**config.mk**
```make
export PLATFORM = sky130hd
export DESIGN_NAME = bali_cell
export DESIGN_NICKNAME = d
export VERILOG_FILES = /design/src/rtl/core/bali_pkg.sv /design/src/rtl/core/bali_cell.sv
export SDC_FILE = /design/constraint.sdc
export NUM_CORES = 1
export LEC_CHECK = 0
export BUFFER_PORTS_ARGS = -buffer_cell sky130_fd_sc_hd__clkbuf_2
export CORE_UTILIZATION = 44
export DETAILED_ROUTE_END_ITERATION = 8
export PLACE_DENSITY = 0.82
export SLEW_MARGIN = 20
export SYNTH_ARGS = -nofsm -noshare
export SYNTH_HDL_FRONTEND = slang
export SYNTH_SLANG_ARGS = --single-unit
```
**constraint.sdc**
```tcl
create_clock -name clk -period 4.9 [get_ports clk]
set_input_delay 0.49 -clock clk [delete_from_list [all_inputs] [get_ports clk]]
set_output_delay 0.49 -clock clk [all_outputs]
set_load 0.02 [all_outputs]
```
**src/rtl/core/bali_pkg.sv**
```systemverilog
// ----------------------------------------------------------------------------
// bali_pkg
// types and constants shared by the bounded array list cells and control
// ----------------------------------------------------------------------------
`default_nettype none

package bali_pkg;

  localparam int DEPTH       = 64;
  localparam int ENTRY_WIDTH = 32;
  localparam int IDX_W       = $clog2(DEPTH);
  localparam int CNT_W       = $clog2(DEPTH + 1);
  localparam int CAP_W       = 7;
  localparam int CMP_W       = (CNT_W > CAP_W) ? CNT_W : CAP_W;
  localparam logic [CAP_W-1:0] CAP_RESET = CAP_W'(64);

  typedef enum logic [1:0] {
    OP_READ   = 2'd0,
    OP_PUSH   = 2'd1,
    OP_INSERT = 2'd2,
    OP_DELETE = 2'd3
  } op_t;

  typedef enum logic [1:0] {
    ST_OK    = 2'd0,
    ST_FULL  = 2'd1,
    ST_EMPTY = 2'd2,
    ST_RANGE = 2'd3
  } status_t;

  // broadcast to every cell
  typedef struct packed {
    logic                   wr;
    logic                   ins;
    logic                   del;
    logic [IDX_W-1:0]       idx;
    logic [ENTRY_WIDTH-1:0] val;
  } cell_ctl_t;

  typedef struct packed {
    status_t          status;
    logic             rd_ok;
    logic [CNT_W-1:0] count;
  } result_t;

endpackage

`default_nettype wire

```
**src/rtl/core/bali_cell.sv**
```systemverilog
// ----------------------------------------------------------------------------
// bali_cell
// one list slot: write, take from lower neighbor on insert, from upper on delete
// ----------------------------------------------------------------------------
`default_nettype none

module bali_cell (
  input  logic                            clk,
  input  bali_pkg::cell_ctl_t             ctl,
  input  logic [bali_pkg::IDX_W-1:0]      my_idx,
  input  logic [bali_pkg::IDX_W-1:0]      rd_pos,
  input  logic [bali_pkg::ENTRY_WIDTH-1:0] lower_q,
  input  logic [bali_pkg::ENTRY_WIDTH-1:0] upper_q,
  output logic [bali_pkg::ENTRY_WIDTH-1:0] q,
  output logic [bali_pkg::ENTRY_WIDTH-1:0] tap
);

  always_ff @(posedge clk) begin
    if (ctl.wr && (my_idx == ctl.idx)) begin
      q <= ctl.val;
    end else if (ctl.ins && (my_idx > ctl.idx)) begin
      q <= lower_q;
    end else if (ctl.del && (my_idx >= ctl.idx)) begin
      q <= upper_q;
    end
  end

  // only the addressed slot drives the read bus
  assign tap = (my_idx == rd_pos) ? q : '0;

endmodule

`default_nettype wire

```
---- Yosys cells after proc, flatten, opt, wreduce, memory -nomap -nowiden ----
Cells that the tools add are included.
W data, S select, Z words.
storage, ports and cells
  flip-flop bits (word level) ............. 32
  input bits .............................. 118
  word-level logic and storage cells ...... 13
operators by class
  magnitude comparators ................... 2
  equality and inequality tests ........... 2
  mux-type cells .......................... 4
  reduce and logical (&&, ||, !) cells .... 4
operators with widths
  operator             count
  $mux W32             4
  $eq A6 B6 Y1         2
  $ge A6 B6 Y1         1
  $gt A6 B6 Y1         1
  $logic_and A1 B1 Y1  3
  $reduce_bool A3 Y1   1

---- Longest topological paths before layout ----
  word-level depth ........................ 5
  gate-level depth with buffers ........... 9
  gate-level depth less buffers ........... 6

---- Least setup slack after synthesis ----
OpenSTA, ideal clock, no wires.
  path kind ............................... input -> register
  start point ............................. in ctl[37] (netlist name)
  end point ............................... reg q[0] (netlist name) (enable)
  arrival time ............................ 3204 ps
  path slack .............................. 1259 ps
  stages on the path ...................... 8
  buffers on the path ..................... 2
  cells stage by stage .................... inv_1 -> ha_1 -> and4_1 -> buf_4 -> o21ai_2 -> clkbuf_1 -> nand3_1 -> a2bb2oi_1
between the ends
  cells in the longest elaborated chain, start to end .. 3
  elaborated cells between the ends (all ways) .. 7
  those cells by class .................... 2 x order compare; 1 x eq/ne; 4 x reduce/logical
RTL lines
  what                                    RTL line                                           RTL
  from (decl)                             bali_cell.sv:9                                     input bali_pkg::cell_ctl_t ctl,
  $gt A6 B6 Y1 (tied with other cells)    bali_cell.sv:21                                    end else if (ctl.ins && (my_idx > ctl.idx)) begin
  $logic_and A1 B1 Y1 (on tied branches)  bali_cell.sv:21, bali_cell.sv:19, bali_cell.sv:23
  $reduce_bool A3 Y1 (no line) *          n/a
  to (signal assigned)                    bali_cell.sv:20                                    q <= ctl.val;
  to (signal assigned)                    bali_cell.sv:22                                    q <= lower_q;
  to (signal assigned)                    bali_cell.sv:24                                    q <= upper_q;
  to (decl)                               bali_cell.sv:14                                    output logic [bali_pkg::ENTRY_WIDTH-1:0] q,
Every way passes the cells marked *; elsewhere a longest branch is shown, timed or not.
A chain may end at the register's enable or synchronous reset.

---- Final worst setup path ----
  start point ............................. in ctl[37] (netlist name)
  end point ............................... reg q[13] (netlist name) (enable)
Same word-level chain as after synthesis.

==> flow_summary.yaml <==
status:
  status: "complete, but fails checks"
  violations: "design-rule violations"
final_layout:
  final_nets: 612
  instances_no_fill: 565
  fin_area_mm2: 0.003959
  largest_reg_flops: 32
  area_growth_pct: 33.90
  nFillCells: 606
  final_common_cell: "clkbuf_2"
  largest-register: "q"
  largestRegisters: "q: 32 flops"
  layout_common_cells: "clkbuf_2 (181), inv_1 (38), nand4_1 (34), and2_1 (33)"
  drive_above_1_share_pct: 41.39
  diodes: 0
worst_hold_path:
  min_from: "ctl[17]"
  min_to: "q[17]"
  worstHoldPathCells: 3
  hold_class: "primary input to flip-flop"
place:
  place_inst: 557
  hpwlAfterDp_um: 6316
  portBuffers: 181
  placed_area_mm2: 0.003854
  gp_congestion: 0.7560
detailed_routing:
  vias: 3349
  wl_per_cell_um: 15.93
  firstDrtPassIters: 8
  wl_um: 9002
  ant_nets: 0
  drtIter0Drc: 205
  drc: 24
  vias_per_cell: 5.927
timing:
  setup_viol: 0
  max_freq_mhz: 335.6
  hold_violations: 0
  tns_ns: 0
  layout_worst_path_cycle_share_pct: 60.81
  tightest_slew_ns: 0.8007
  slew_viol_final: 0
  slew_headroom_pct: 46.50
  period_needed_ns: 2.980
  rsz0062_at_grt: "no"
critical_path:
  startpoint_type: "primary input"
  critPathMaxFanout: 34
  crit_chain: "clkbuf_2 -> inv_1 -> ha_1 -> and4_1 -> buf_4 -> and2_1 -> buf_4 -> nor2_1 -> a2bb2oi_4 -> buf_16"
  crit_buf_inv: 5
  critPathKind: "primary input to flip-flop"
  path_delay_family: "buffers and inverters"
  worstPathRequired_ns: 4.88
  critical_path.max_stage_delay_ns: 0.54
  end_kind: "flip-flop"
  cp_slowest_cell: "a2bb2oi_4"
  crit_arrival_ns: 2.96
  crit_top_cell: "buf_4"
global_routing:
  track_usage_pct: 24.71
  grt_pass1_wl_um: 14190
  overflow: 0
  grt_pass1_vias: 3049
  grt_max_degree: 66
  antenna_found_initial: 0
clocking:
  cts_tree: "done"
  root_buffer: "clkbuf_8"
  clk_path_buf_depth: 2
  postCtsSetupBuffers: 0
  cts_resized: 0
  cts_made_buffers: 5
  cts_sinks: 32
  cts_hold_repair.buffers: 0
  h-tree-depth: 2
  clk_pin_slew_ns: 0.06
logic_synthesis:
  synth_fp_nets: 457
  syn_area_per_cell_um2: 8.879
  post_synth_num_cell_types: 28
  synth_flop_cell: "edfxtp_1"
  synth_area_mm2: 0.002957
  ys_warn_count: 0
  synth-async-reset-ratio_pct: 0
  synth_top_area_share_pct: 32.50
  synth_cells: 333
  synth.top_cells.by_area: "edfxtp_1 (33%), a311oi_1 (9.5%), a22oi_1 (8.1%), nand3b_1 (8.1%), nand4_1 (7.2%)"
  synth_edf_count: 32
  synth-seq-cells: 32
  yosysTopAreaCell: "edfxtp_1"
  ys_seq_area_share_pct: 32.50
power:
  power.leakage_uw: 0.001927
  totalPowerFinal_uw: 923.0
  power_density_mw_per_mm2: 233.2
  worst_ir_drop_vdd_mv: 0.1480
die:
  die_w_um: 83.97
  core_area_mm2: 0.006422
  start_util_pct: 46.04
  design.die.area_mm2: 0.007051
  num_rows: 29
  die_y_um: 83.97
  ios: 182
run:
  drv_cap: 0
[worst max path at each step]
stage,startpoint,to,slack [ns],depth (start not counted)
after floorplan,ctl[37],q[0],1.26,8
after global placement,ctl[37],q[9],1.55,9
after detailed placement,ctl[37],q[5],1.44,9
after CTS,ctl[37],q[8],1.74,9
after global routing,ctl[37],q[13],1.78,10
final,ctl[37],q[13],1.92,10
[metrics by stage]
stage / setup WS, ns / util (%) / hold slack, ns
global route: 1.783 / 61.64 / 0.5483
finish: 1.920 / 61.64 / 0.5442
floorplan: 1.259 / - / 0.7280
detailed placement: 1.442 / 60.00 / 0.8205
CTS: 1.739 / 61.21 / 0.5346
global placement: 1.549 / 60.00 / 0.8237
[cells in the mapped netlist (2+ instances only)]
master and number:
nand3_1 2, nand3b_1 32, buf_6 6, nor2_1 2
xor2_1 2, a311oi_1 32, edfxtp_1 32, buf_2 13
and2_1 33, clkbuf_1 22, a21boi_0 27, a22oi_1 32
inv_1 38, a21boi_1 5, nand4_1 34, ha_1 6
xnor2_1 4
[cell type report]
cell class              instances  area, µm²  share of cell area [%]
clock buffers                   6      72.57                   1.833
clock inverters                 1      5.005                  0.1264
inverters                      38      142.6                   3.603
multi-input cells             221       1688                   42.64
flip-flops and latches         32      960.9                   24.27
well taps                      77      96.34                   2.434
repair buffers                190      993.5                   25.09
[per-layer routing]
metal / vias to the layer above / wire (µm) / track usage [%]
met3: 12 / 775 / 3.956
met4: 0 / 121 / 7.367
met1: 1563 / 3417 / 28.06
met2: 191 / 4689 / 47.02
met5: - / 0 / 0
li1: 1583 / - / -
[where the power goes]
group          internal [µW]  switching [µW]
clock                   96.6            95.7
combinational            135             208
sequential               365            22.8
[logic make-up after synthesis]
| family | count (synthesis) | share of synthesized area [%] |
|---|---|---|
| xor+xnor | 6 | 1.777 |
| buf+inv | 80 | 12.36 |
| simple gates | 108 | 23.91 |
| flops | 32 | 32.50 |
| fa+ha+maj | 6 | 2.539 |
| compound gates | 101 | 26.91 |
Power figures use the tool's default switching activity.
