==> config.mk <==
export PLATFORM = sky130hd
export DESIGN_NAME = bali_ctrl
export DESIGN_NICKNAME = d
export VERILOG_FILES = /design/src/rtl/core/bali_pkg.sv /design/src/rtl/core/bali_ctrl.sv
export SDC_FILE = /design/constraint.sdc
export NUM_CORES = 1
export LEC_CHECK = 0
export BUFFER_PORTS_ARGS = -buffer_cell sky130_fd_sc_hd__buf_4
export CAP_MARGIN = 5
export CORE_MARGIN = 2
export CORE_UTILIZATION = 25
export CTS_CLUSTER_SIZE = 40
export DETAILED_ROUTE_END_ITERATION = 8
export SYNTH_ARGS = -nofsm -noshare
export SYNTH_HDL_FRONTEND = slang
export SYNTH_SLANG_ARGS = --single-unit
==> constraint.sdc <==
create_clock -name clk -period 3.2 [get_ports clk]
set_input_delay 0.64 -clock clk [delete_from_list [all_inputs] [get_ports clk]]
set_output_delay 0.64 -clock clk [all_outputs]
set_load 0.005 [all_outputs]
==> src/rtl/core/bali_pkg.sv <==
// ----------------------------------------------------------------------------
// bali_pkg
// types and constants shared by the bounded array list cells and control
// ----------------------------------------------------------------------------
`default_nettype none

package bali_pkg;

  localparam int DEPTH       = 64;
  localparam int ENTRY_WIDTH = 32;
  localparam int IDX_W       = $clog2(DEPTH);
  localparam int CNT_W       = $clog2(DEPTH + 1);
  localparam int CAP_W       = 7;
  localparam int CMP_W       = (CNT_W > CAP_W) ? CNT_W : CAP_W;
  localparam logic [CAP_W-1:0] CAP_RESET = CAP_W'(64);

  typedef enum logic [1:0] {
    OP_READ   = 2'd0,
    OP_PUSH   = 2'd1,
    OP_INSERT = 2'd2,
    OP_DELETE = 2'd3
  } op_t;

  typedef enum logic [1:0] {
    ST_OK    = 2'd0,
    ST_FULL  = 2'd1,
    ST_EMPTY = 2'd2,
    ST_RANGE = 2'd3
  } status_t;

  // broadcast to every cell
  typedef struct packed {
    logic                   wr;
    logic                   ins;
    logic                   del;
    logic [IDX_W-1:0]       idx;
    logic [ENTRY_WIDTH-1:0] val;
  } cell_ctl_t;

  typedef struct packed {
    status_t          status;
    logic             rd_ok;
    logic [CNT_W-1:0] count;
  } result_t;

endpackage

`default_nettype wire

==> src/rtl/core/bali_ctrl.sv <==
// ----------------------------------------------------------------------------
// bali_ctrl
// live count, status decision and the command broadcast to the cell row
// ----------------------------------------------------------------------------
`default_nettype none

module bali_ctrl (
  input  logic                             clk,
  input  logic                             rst,
  input  logic                             accept,
  input  logic [1:0]                       operation,
  input  logic [bali_pkg::IDX_W-1:0]       position,
  input  logic [bali_pkg::ENTRY_WIDTH-1:0] entry_value,
  input  logic [bali_pkg::CAP_W-1:0]       cap,
  output bali_pkg::cell_ctl_t              ctl,
  output bali_pkg::result_t                res
);

  logic [bali_pkg::CNT_W-1:0] count;
  logic [bali_pkg::CNT_W-1:0] count_next;
  logic [bali_pkg::CMP_W-1:0] cap_ext;
  logic [bali_pkg::CMP_W-1:0] cap_eff;
  logic [bali_pkg::CMP_W-1:0] cnt_ext;
  logic [bali_pkg::CNT_W-1:0] pos_ext;
  logic                       full;
  logic                       in_range;
  bali_pkg::op_t              op;

  assign op       = bali_pkg::op_t'(operation);
  assign cap_ext  = bali_pkg::CMP_W'(cap);
  assign cnt_ext  = bali_pkg::CMP_W'(count);
  assign cap_eff  = (cap_ext > bali_pkg::CMP_W'(bali_pkg::DEPTH)) ?
                    bali_pkg::CMP_W'(bali_pkg::DEPTH) : cap_ext;
  assign full     = (cnt_ext >= cap_eff);
  assign pos_ext  = bali_pkg::CNT_W'(position);
  assign in_range = (pos_ext < count);

  always_comb begin
    ctl        = '0;
    ctl.val    = entry_value;
    ctl.idx    = position;
    res        = '0;
    res.status = bali_pkg::ST_OK;
    count_next = count;
    case (op)
      bali_pkg::OP_READ: begin
        if (!in_range) begin
          res.status = bali_pkg::ST_RANGE;
        end else begin
          res.rd_ok = 1'b1;
        end
      end
      bali_pkg::OP_PUSH: begin
        if (full) begin
          res.status = bali_pkg::ST_FULL;
        end else begin
          // count is below capacity here, so it fits an index
          ctl.wr     = accept;
          ctl.idx    = bali_pkg::IDX_W'(count);
          count_next = count + 1'b1;
        end
      end
      bali_pkg::OP_INSERT: begin
        if (full) begin
          res.status = bali_pkg::ST_FULL;
        end else if (!in_range) begin
          res.status = bali_pkg::ST_RANGE;
        end else begin
          ctl.wr     = accept;
          ctl.ins    = accept;
          count_next = count + 1'b1;
        end
      end
      bali_pkg::OP_DELETE: begin
        if (count == '0) begin
          res.status = bali_pkg::ST_EMPTY;
        end else if (!in_range) begin
          res.status = bali_pkg::ST_RANGE;
        end else begin
          ctl.del    = accept;
          count_next = count - 1'b1;
        end
      end
      default: begin
        res.status = bali_pkg::ST_OK;
      end
    endcase
    res.count = count_next;
  end

  always_ff @(posedge clk) begin
    if (rst) begin
      count <= '0;
    end else if (accept) begin
      count <= count_next;
    end
  end

endmodule

`default_nettype wire

After elaboration in Yosys (flattened, before gate mapping)
Index checks and enable logic that the tools add are counted.
{"block": "op_classes", "muxes": 24, "magnitude_cmp": 3, "shifts": 0, "n_addsub": 2, "n_mul": 0, "n_bitwise": 0, "eq_ne": 3, "reduce_logical": 2, "div": 0}
{"op": "2-to-1 mux 7 bit", "n": 6}
{"op": "case mux 7 bit (3 select lines)", "n": 1}
{"op": "2-to-1 mux 6 bit", "n": 2}
{"op": "2-to-1 mux 2 bit", "n": 5}
{"op": "2-to-1 mux 1 bit", "n": 8}
{"op": "case mux 2 bit (4 select lines)", "n": 1}
{"op": "adder 7 x 1 -> 7 bit, second input constant", "n": 1}
{"op": ">= comparator 7 bit", "n": 1}
{"op": "greater-than comparator 7 bit, second input constant", "n": 1}
{"op": "logical NOT 7 bit", "n": 1}
{"op": "less-than comparator 6 x 7 -> 1 bit", "n": 1}
{"op": "subtractor 7 x 1 -> 7 bit, second input constant", "n": 1}
{"op": "equality test 2 bit, second input constant", "n": 2}
{"op": "equality test 2 x 1 -> 1 bit, second input constant", "n": 1}
{"op": "logical NOT 2 bit", "n": 1}
{"op": "case mux 1 bit (2 select lines)", "n": 1}
{"block": "totals", "out_inout_bits": 51, "mem_bits_ro": 0, "ram_bits": 0, "latchBits": 0, "n_memories": 0, "register_bits": 7, "in_bits": 50}

Longest topological paths before layout
Gate-level depths: netlist of the first run.
{"block": "logic_depth", "word_depth": 5, "depth_mapped": 10, "mapped_depth_nobuf": 9}

Least setup slack after synthesis of the first run
No wires, ideal clock.
{"block": "synth_timing", "kind": "input port to output port", "from": "in cap[0] (netlist bit)", "to": "out res[5] (netlist bit)", "cell_stages": 9, "slack_ns": 0.033, "path_buffers": 1, "t_arrival_ns": 2.527, "cell_sequence": "nor2b_1 -> ha_1 -> nand2b_1 -> a211o_1 -> a211o_1 -> buf_6 -> a2111oi_4 -> o22ai_1 -> o211ai_1"}
{"item": "start: declaration", "line": "bali_ctrl.sv:14", "text": "input logic [bali_pkg::CAP_W-1:0] cap,"}
{"item": "end: declaration", "line": "bali_ctrl.sv:16", "text": "output bali_pkg::result_t res"}

==> results.cfg, run 1 <==
[setup_path]
required_ns = 2.56
cp-end-kind = output pin
arrival_ns = 2.74
worst-path-max-fanout = 7
crit_type = in2out
critPathLaunchType = input pin

[synthesis]
synth_edf_count = 0
synth_seq_area_share_pct = 8.472
synth-async-reset-ratio_pct = 0
synth_top_area_share_pct = 15.13
synthDistinctLibCells = 47
yosys-top-cells-count = buf_4 (32), nand2_1 (22), ha_1 (20), nor2_1 (19), o21ai_0 (14)
synth_area_um2 = 1654
netlist_instances = 231
ys.warnings.count = 0
yosysTopAreaCell = ha_1
ys_top_cells_by_area = ha_1 (15%), buf_4 (15%), dfxtp_1 (8.5%)
postSynthAreaPerCell_um2 = 7.161
synth-seq-cells = 7
synth.most_common_cell = buf_4
yosys_most_used_dff = dfxtp_1
syn-num-nets = 301

[clocking]
clk_latency_ns = 0.24
cts_root_buf = clkbuf_8
cts_buffer_depth = 2
clk_pin_slew_worst_paths_ns = 0.04
clock-sinks = 7
cts_tree = done
numCtsBuffers = 3
hold_buffers = 0
cts_max_level = 1

[detailed_routing]
via_per_inst = 5.548
drtAntennaViolNets = 0
drt_iter0_drc = 147
vias = 1925
drc_errors = 0
drt_first_pass_iters = 4
wl_per_cell_um = 16.21
route.final.wire_length_mm = 5.624

[placement]
place_area_um2 = 1953
hpwl_mm = 4.267
dp.cells = 332
pre_cts_slack_ns = -0.3242
io_buffers = 36
gp_congestion = 0.9551

[cells_and_area]
fillers = 669
largest_reg_flops = 7
area_growth_pct = 37.97
drive_gt1_share_pct = 41.48
diodes = 0
design_area_um2 = 2282
layout.nets = 341
finalNonFillerCells = 347

[pwr]
p_leak_nw = 1.004
ir_worst_vdd_v = 0.0001012
power.density_nw_per_um2 = 264.1

[global_routing]
gr-total-overflow = 0
grt_pass1_vias = 1928
grt_max_degree = 13
grt_first_pass_wirelength_mm = 9.459
antenna_found_initial = 0
grt_usage_pct = 15.90

[floorplan]
core-area_um2 = 6386
fp.dieW_um = 85.34
start_util_pct = 25.90
ioPinCount = 101
rows = 29
dieHeight_um = 85.34
die-area_um2 = 7283

[sta]
fmax_ghz = 0.2957
fin_skew_ns = 0.003651
finalSetupViolCount = 16
tightest_slew_ns = 0.4366
fin_crit_ns = 3.381
period_share_pct = 105.7
slew_viol_final = 0
setup_ws_ns = -0.1814
finalHoldViolCount = 0
max_slew_margin_pct = 70.67
rsz0062_at_grt = true

[outcome]
status = finished, violations left
violations = negative setup slack

[job]
cap_violations = 0

[min_path]
hold_path_class = in2reg
-- cells by family after synthesis --
group                    share of synthesized area [%]
AO/OA/AOI/OAI                                    29.05
adder cells (fa/ha/maj)                          15.13
buffers and inverters                            20.65
flip-flops                                       8.472
multiplexers                                     4.084
AND/OR/NAND/NOR                                  22.62
-- stage by stage --
step / setup TNS (ns) / power, mW / util, % / hold slack [ns]
6_report: -1.378 / 0.6026 / 35.74 / 0.6177
2_1_floorplan: 0 / 0.2957 / - / 0.5874
3_3_place_gp: -3.562 / 0.3996 / 30.58 / 0.6984
4_1_cts: -1.149 / 0.5739 / 34.29 / 0.6165
3_5_place_dp: -3.464 / 0.4014 / 30.58 / 0.6912
5_1_grt: -3.071 / 0.6471 / 35.74 / 0.6272
-- power breakdown --
part	leakage [nW]	internal, mW	total, mW	switching [mW]
Combinational	0.923	0.184	0.372	0.188
Sequential	0.0576	0.0926	0.0982	0.00565
Clock	0.0228	0.0868	0.132	0.0455
-- worst max-delay path, cell delays in order --
cell	delay, ns
buf_6	0.09
nor2b_4	0.11
ha_1	0.27
nand2b_4	0.13
a211o_1	0.30
a211o_4	0.42
buf_4	0.16
a2111oi_4	0.19
o22ai_2	0.11
o211ai_1	0.18
buf_4	0.13
-- placed cells by master (no fill, tap or decap), types with 2 or more instances in the layout --
cell type	n
nor4_1	2
inv_1	12
clkinv_1	2
clkbuf_8	3
nor2_2	2
o21ai_1	5
ha_1	19
a211o_1	2
a311oi_1	2
and2_1	3
buf_4	66
a31oi_1	7
o21ai_0	8
a211oi_1	5
a21oi_1	7
nand3_1	4
nand4_1	3
mux2_4	6
nor3_1	7
or4_1	2
nor2_1	17
nor3b_1	2
dfxtp_1	6
a211oi_2	2
o211a_1	2
nand2_1	20
buf_6	10
o211ai_1	7
nand4b_1	2
-- repair_timing --
item                                    CTS  global route
resized for setup                        30            20
pin swaps                                18             8
buffers inserted                          9             2
endpoints found under the setup margin   17            18
gates cloned                              0             0
-- layer usage --
layer	track usage [%]	part of all wire, %	wire (um)
met5	0	0	0
met4	5.483	1.0	56
met3	2.918	11	592
met1	21.52	43	2413
met2	25.28	46	2562
-- final timing paths --
check                                        startpoint                      end  slack, ns  depth (start not counted)
worst max register to register  cnt_ext[0]$_SDFFE_PP0P_  cnt_ext[6]$_SDFFE_PP0P_       0.16                         18
worst max-delay path                             cap[0]                   res[5]      -0.18                         11
worst min-delay path                                rst  cnt_ext[2]$_SDFFE_PP0P_       0.62                          2
worst min register to register  cnt_ext[2]$_SDFFE_PP0P_  cnt_ext[2]$_SDFFE_PP0P_       0.70                          3
-- final cells by class --
cell class / instances / area, um2 / area share [%]
multi-input cells: 168 / 1333 / 58.39
repair buffers: 76 / 608.1 / 26.64
inverters: 15 / 58.81 / 2.577
clock buffers: 4 / 45.04 / 1.974
well taps: 77 / 96.34 / 4.221
flip-flops and latches: 7 / 141.4 / 6.195
(Power assumes the default switching activity.)
==> inputs of run 2 (changes only) <==
--- a/config.mk
+++ b/config.mk
@@ -7,10 +7,13 @@
 export LEC_CHECK = 0
 export BUFFER_PORTS_ARGS = -buffer_cell sky130_fd_sc_hd__buf_4
 export CAP_MARGIN = 5
+export CELL_PAD_IN_SITES_DETAIL_PLACEMENT = 1
+export CELL_PAD_IN_SITES_GLOBAL_PLACEMENT = 2
 export CORE_MARGIN = 2
-export CORE_UTILIZATION = 25
+export CORE_UTILIZATION = 20
 export CTS_CLUSTER_SIZE = 40
 export DETAILED_ROUTE_END_ITERATION = 8
+export PLACE_DENSITY_LB_ADDON = 0.1
 export SYNTH_ARGS = -nofsm -noshare
 export SYNTH_HDL_FRONTEND = slang
 export SYNTH_SLANG_ARGS = --single-unit
==> run 2 against run 1 <==
  * The run still ends with negative setup slack left
  * Cell area grew 5.3%
  * Cell count grew 9.2%
  * Critical path depth is the same
  * Via count shrank 0.16%
  * Register-to-register slack gained 0.58 ns
  * Critical endpoint is now res[4]
==> results.cfg, run 2 (synthesis gave the netlist of run 1 again) <==
[outcome]
status = finished, violations left
violations = negative setup slack

[setup_path]
reg2reg_to = cnt_ext[1]$_SDFFE_PP0P_
cp-end-kind = output pin
arrival_ns = 2.79
critPathCapture = res[4]
critPathLaunchType = input pin
regToRegSetupSlack_ns = 0.74
required_ns = 2.56
r2r_cells = 13
crit_type = in2out
worst-path-max-fanout = 4
crit_path_start = cap[6]
r2r_start = cnt_ext[0]$_SDFFE_PP0P_

[pwr]
total_power_uw = 628.4
ir_worst_vdd_v = 0.0001068
power.density_nw_per_um2 = 261.5
clock_power_share_pct = 20.3
switching_power_uw = 254.4
swShare_pct = 40.49
pwr-share-comb_pct = 63.7
p_leak_nw = 1.005
p_int_uw = 374.0
p_seq_share_pct = 16.0

[cells_and_area]
final_common_cell = buf_4
layout_common_cells = buf_4 (72), nand2_1 (20), ha_1 (17), nor2_1 (16), inv_1 (12)
fillers = 973
area_growth_pct = 45.31
largest_reg_flops = 7
utilization_pct = 29.55
drive_gt1_share_pct = 45.99
diodes = 0
seq_area_um2 = 142.6
layout.nets = 345
multi_input_area_um2 = 1390

[detailed_routing]
vias = 1922
route.final.wire_length_mm = 7.179
drc_errors = 0
via_per_inst = 5.071
drt_first_pass_iters = 4
drt_iter0_drc = 82
wl_per_cell_um = 18.94
drtAntennaViolNets = 0

[global_routing]
grtUsageMet2_pct = 28.31
met3_usage_pct = 1.676
gr-total-overflow = 0
grt_most_used_layer = met2
antenna_found_initial = 0
grt_usage_pct = 15.96
grt_pass1_vias = 1925
gr-usage-met1_pct = 21.13
grt_first_pass_wirelength_mm = 10.83
grt_max_degree = 13

[floorplan]
core-area_um2 = 8134
die-area_um2 = 9014
ioPinCount = 101
rows = 33
start_util_pct = 20.34
dieHeight_um = 94.94
fp.dieW_um = 94.94

[min_path]
hold_start = rst
hold_path_class = in2reg
holdPathStages = 2

[sta]
max_slew_margin_pct = 70.52
fmax_ghz = 0.2912
finalHoldViolCount = 0
setup_ws_ns = -0.2340
hold_ws_ns = 0.6218
rsz0062_at_grt = true
tightest_slew_ns = 0.4421
fin_skew_ns = 0.003200
fin_crit_ns = 3.434
period_share_pct = 107.3
slew_viol_final = 0
finalSetupViolCount = 12

[clocking]
clk_pin_slew_worst_paths_ns = 0.04
numCtsBuffers = 3
cts_max_level = 1
cts_buffer_depth = 2
clk_latency_ns = 0.23
cts_root_buf = clkbuf_8
hold_buffers = 0
clock-sinks = 7
cts_tree = done

[placement]
gp_congestion = 0.7804
io_buffers = 36
pre_cts_slack_ns = -0.3675
hpwl_mm = 5.491

[job]
cap_violations = 0
[run 2: cell count changes in the layout (fill, tap and decap cells not counted), sizes merged]
cell and delta:
inv -1, clkinvlp +1, buf +4
[run 2: metal layers]
layer	wire length, um	vias up
met5	0	-
met4	30	0
met3	258	8
met2	3498	62
met1	3391	952
li1	-	900
[run 2: cell type report]
| class | instances | area share (%) |
|---|---|---|
| Inverter | 15 | 2.499 |
| Clock buffer | 4 | 1.874 |
| Multi-Input combinational cell | 168 | 57.83 |
| Tap cell | 105 | 5.466 |
| Sequential cell | 7 | 5.934 |
| Timing Repair Buffer | 80 | 26.39 |
[run 2: critical path, stage by stage]
cell and delay, ns:
buf_8 0.10, nor2b_4 0.11, ha_4 0.20, nand2b_4 0.13, a211o_4 0.36, a211oi_4 0.26, buf_6 0.16, nand2_2 0.04
o32a_1 0.36, o211ai_1 0.26, buf_4 0.16
[run 2: stage by stage]
step | area (um2) | instances | TNS [ns]
5_1_grt | 2404 | 379 | -2.895
6_report | 2404 | 379 | -1.633
3_3_place_gp | 2033 | 366 | -3.657
3_5_place_dp | 2033 | 366 | -3.691
2_1_floorplan | 1654 | 231 | 0
4_1_cts | 2195 | 374 | -1.899
[run 2: worst min-delay path by stage]
stage | endpoint | slack [ns]
global placement | cnt_ext[5]$_SDFFE_PP0P_ | 0.78
floorplan | cnt_ext[4]$_SDFFE_PP0P_ | 0.59
finish | cnt_ext[2]$_SDFFE_PP0P_ | 0.62
global route | cnt_ext[2]$_SDFFE_PP0P_ | 0.63
detailed placement | cnt_ext[3]$_SDFFE_PP0P_ | 0.77
CTS | cnt_ext[2]$_SDFFE_PP0P_ | 0.62
[run 2: power by group through the flow]
stage / Sequential (mW) / Combinational, mW / Clock, mW
finish: 0.101 / 0.400 / 0.128
global route: 0.101 / 0.438 / 0.135
CTS: 0.0995 / 0.356 / 0.134
detailed placement: 0.101 / 0.327 / 0
global placement: 0.101 / 0.329 / 0
floorplan: 0.0973 / 0.198 / 0
[run 2: repair_timing]
action	in CTS	in global routing
resized for setup	18	36
buffers inserted	4	6
pin swaps	13	21
endpoints found under the hold margin	0	0
endpoints found under the setup margin	16	17
==> inputs of run 3 (changes only) <==
--- a/config.mk
+++ b/config.mk
@@ -9,10 +9,11 @@
 export CAP_MARGIN = 5
 export CELL_PAD_IN_SITES_DETAIL_PLACEMENT = 1
 export CELL_PAD_IN_SITES_GLOBAL_PLACEMENT = 2
-export CORE_MARGIN = 2
+export CORE_MARGIN = 1
 export CORE_UTILIZATION = 20
 export CTS_CLUSTER_SIZE = 40
 export DETAILED_ROUTE_END_ITERATION = 8
+export GPL_TIMING_DRIVEN = 0
 export PLACE_DENSITY_LB_ADDON = 0.1
 export SYNTH_ARGS = -nofsm -noshare
 export SYNTH_HDL_FRONTEND = slang
==> run 3 against run 2 <==
  * The flow still finishes with violations (negative setup slack)
  * Die area fell by 4.2%
  * Cell count rose by 11%
  * Fmax fell by 0.37%
  * Clock power fell by 5%
  * Critical path type unchanged
  * Wire length fell by 6.7%
  * Utilization rose by 4.4 points
  * Count of clock-buffer cells in the layout did not move
  * Sequential share of layout area fell by 0.35 points
  * Setup slack got worse by 0.013 ns
  * Global-route usage fell by 0.20 points
  * Cell area rose by 11%
==> results.cfg, run 3 (synthesis gave the netlist of run 1 again) <==
[outcome]
status = finished, violations left
violations = negative setup slack

[detailed_routing]
vias = 2015
drt_iter0_drc = 89
route.final.wire_length_mm = 6.700
drt_first_pass_iters = 4
route.met3.wl_um = 337
drc_errors = 0
via_per_inst = 4.809
wl_per_cell_um = 15.99
drtAntennaViolNets = 0
wl_met2_mm = 3.280
met1_length_mm = 3.050
top_layer = met4

[setup_path]
r2r_start = cnt_ext[0]$_SDFFE_PP0P_
cp-end-kind = output pin
reg2reg_to = cnt_ext[6]$_SDFFE_PP0P_
required_ns = 2.56
worst-path-max-fanout = 5
critPathLaunchType = input pin
crit_type = in2out
arrival_ns = 2.81
r2r_cells = 11
regToRegSetupSlack_ns = 0.59
crit_path_start = cap[0]
critPathCapture = res[3]

[sta]
finalSetupViolCount = 16
rsz0062_at_grt = true
slew_viol_final = 0
fin_tns_setup_ns = -2.392
max_slew_margin_pct = 56.59
finalHoldViolCount = 0
fin_crit_ns = 3.447
period_share_pct = 107.7
setup_ws_ns = -0.2467
fin_skew_ns = 0.003025
fmax_ghz = 0.2901
tightest_slew_ns = 0.6462

[pwr]
ir_worst_vdd_v = 0.0001054
p_leak_nw = 1.207
power.density_nw_per_um2 = 241.0

[job]
cap_violations = 0

[clocking]
clk_latency_ns = 0.22
hold_buffers = 0
numCtsBuffers = 3
cts_root_buf = clkbuf_8
cts_buffer_depth = 2
cts_tree = done
clk_pin_slew_worst_paths_ns = 0.04
cts_max_level = 1
clock-sinks = 7

[floorplan]
rows = 32
ioPinCount = 101
start_util_pct = 21.08
fp.dieW_um = 92.94
dieHeight_um = 92.94
core-area_um2 = 7848
die-area_um2 = 8638

[global_routing]
grt_first_pass_wirelength_mm = 10.61
antenna_found_initial = 0
gr-total-overflow = 0
grt_pass1_vias = 1986
grt_max_degree = 11
grt_usage_pct = 15.76

[cells_and_area]
fillers = 983
drive_gt1_share_pct = 51.42
utilization_pct = 33.96
area_growth_pct = 61.12
layout.nets = 388
layout_common_cells = buf_4 (107), nand2_1 (21), ha_1 (20), nor2_1 (17), inv_1 (11)
final_common_cell = buf_4
largest_reg_flops = 7
diodes = 0

[placement]
io_buffers = 68
gp_congestion = 0.8013
hpwl_mm = 5.242
pre_cts_slack_ns = -0.6265

[min_path]
hold_path_class = reg2reg
## run 3: changes by cell type in the layout (fill, tap and decap cells not counted), moves of 3 or more
cell	delta
clkbuf_4	+3
ha_1	+3
buf_4	+35
ha_4	-3
## run 3: worst min-delay path by stage
stage,to,from,slack [ns],depth (start not counted)
floorplan,cnt_ext[4]$_SDFFE_PP0P_,cnt_ext[4]$_SDFFE_PP0P_,0.59,2
global placement,cnt_ext[4]$_SDFFE_PP0P_,cnt_ext[4]$_SDFFE_PP0P_,0.76,2
detailed placement,cnt_ext[4]$_SDFFE_PP0P_,cnt_ext[4]$_SDFFE_PP0P_,0.75,2
CTS,cnt_ext[4]$_SDFFE_PP0P_,cnt_ext[4]$_SDFFE_PP0P_,0.63,2
global route,cnt_ext[2]$_SDFFE_PP0P_,rst,0.64,2
finish,cnt_ext[4]$_SDFFE_PP0P_,cnt_ext[4]$_SDFFE_PP0P_,0.63,2
## run 3: metal layers
metal | vias to the layer above | track usage [%]
met4 | 0 | 2.821
met3 | 4 | 1.724
met2 | 76 | 26.84
met5 | - | 0
li1 | 990 | -
met1 | 945 | 21.43
## run 3: timing repair
item	CTS	global route
setup buffers	11	1
resized for setup	50	13
gates cloned	2	0
pin swaps	13	2
setup endpoints to repair	19	18
## run 3: where the power goes
part | switching [mW] | internal [mW] | total [mW]
clock | 0.0356 | 0.0859 | 0.122
sequential | 0.00751 | 0.0920 | 0.0995
combinational | 0.208 | 0.214 | 0.421
total | 0.251 | 0.392 | 0.642
## run 3: area by class of cell
class / instances / area [um2] / share of cell area (%)
Timing Repair Buffer: 82 / 635.6 / 23.85
Buffer: 41 / 312.8 / 11.74
Tap cell: 102 / 127.6 / 4.789
Sequential cell: 7 / 148.9 / 5.587
Clock buffer: 4 / 45.04 / 1.690
Multi-Input combinational cell: 168 / 1330 / 49.91
Inverter: 15 / 65.06 / 2.441
## run 3: worst max-delay path: stages
cell and delay [ns]:
buf_6 0.09, nor2b_4 0.11, ha_1 0.28, nand2b_4 0.13, a211o_1 0.31, a211o_1 0.34, buf_6 0.17, nor4_2 0.23
o21ai_1 0.12, a31oi_1 0.23, buf_4 0.16
## run 3: stage by stage
stage | cells | total power, mW | hold slack [ns] | area, um2
2_1_floorplan | 231 | 0.2957 | 0.5874 | 1654
3_3_place_gp | 401 | 0.4403 | 0.7634 | 2292
3_5_place_dp | 401 | 0.4417 | 0.7459 | 2292
4_1_cts | 418 | 0.6400 | 0.6253 | 2626
5_1_grt | 419 | 0.6938 | 0.6414 | 2665
6_report | 419 | 0.6423 | 0.6348 | 2665
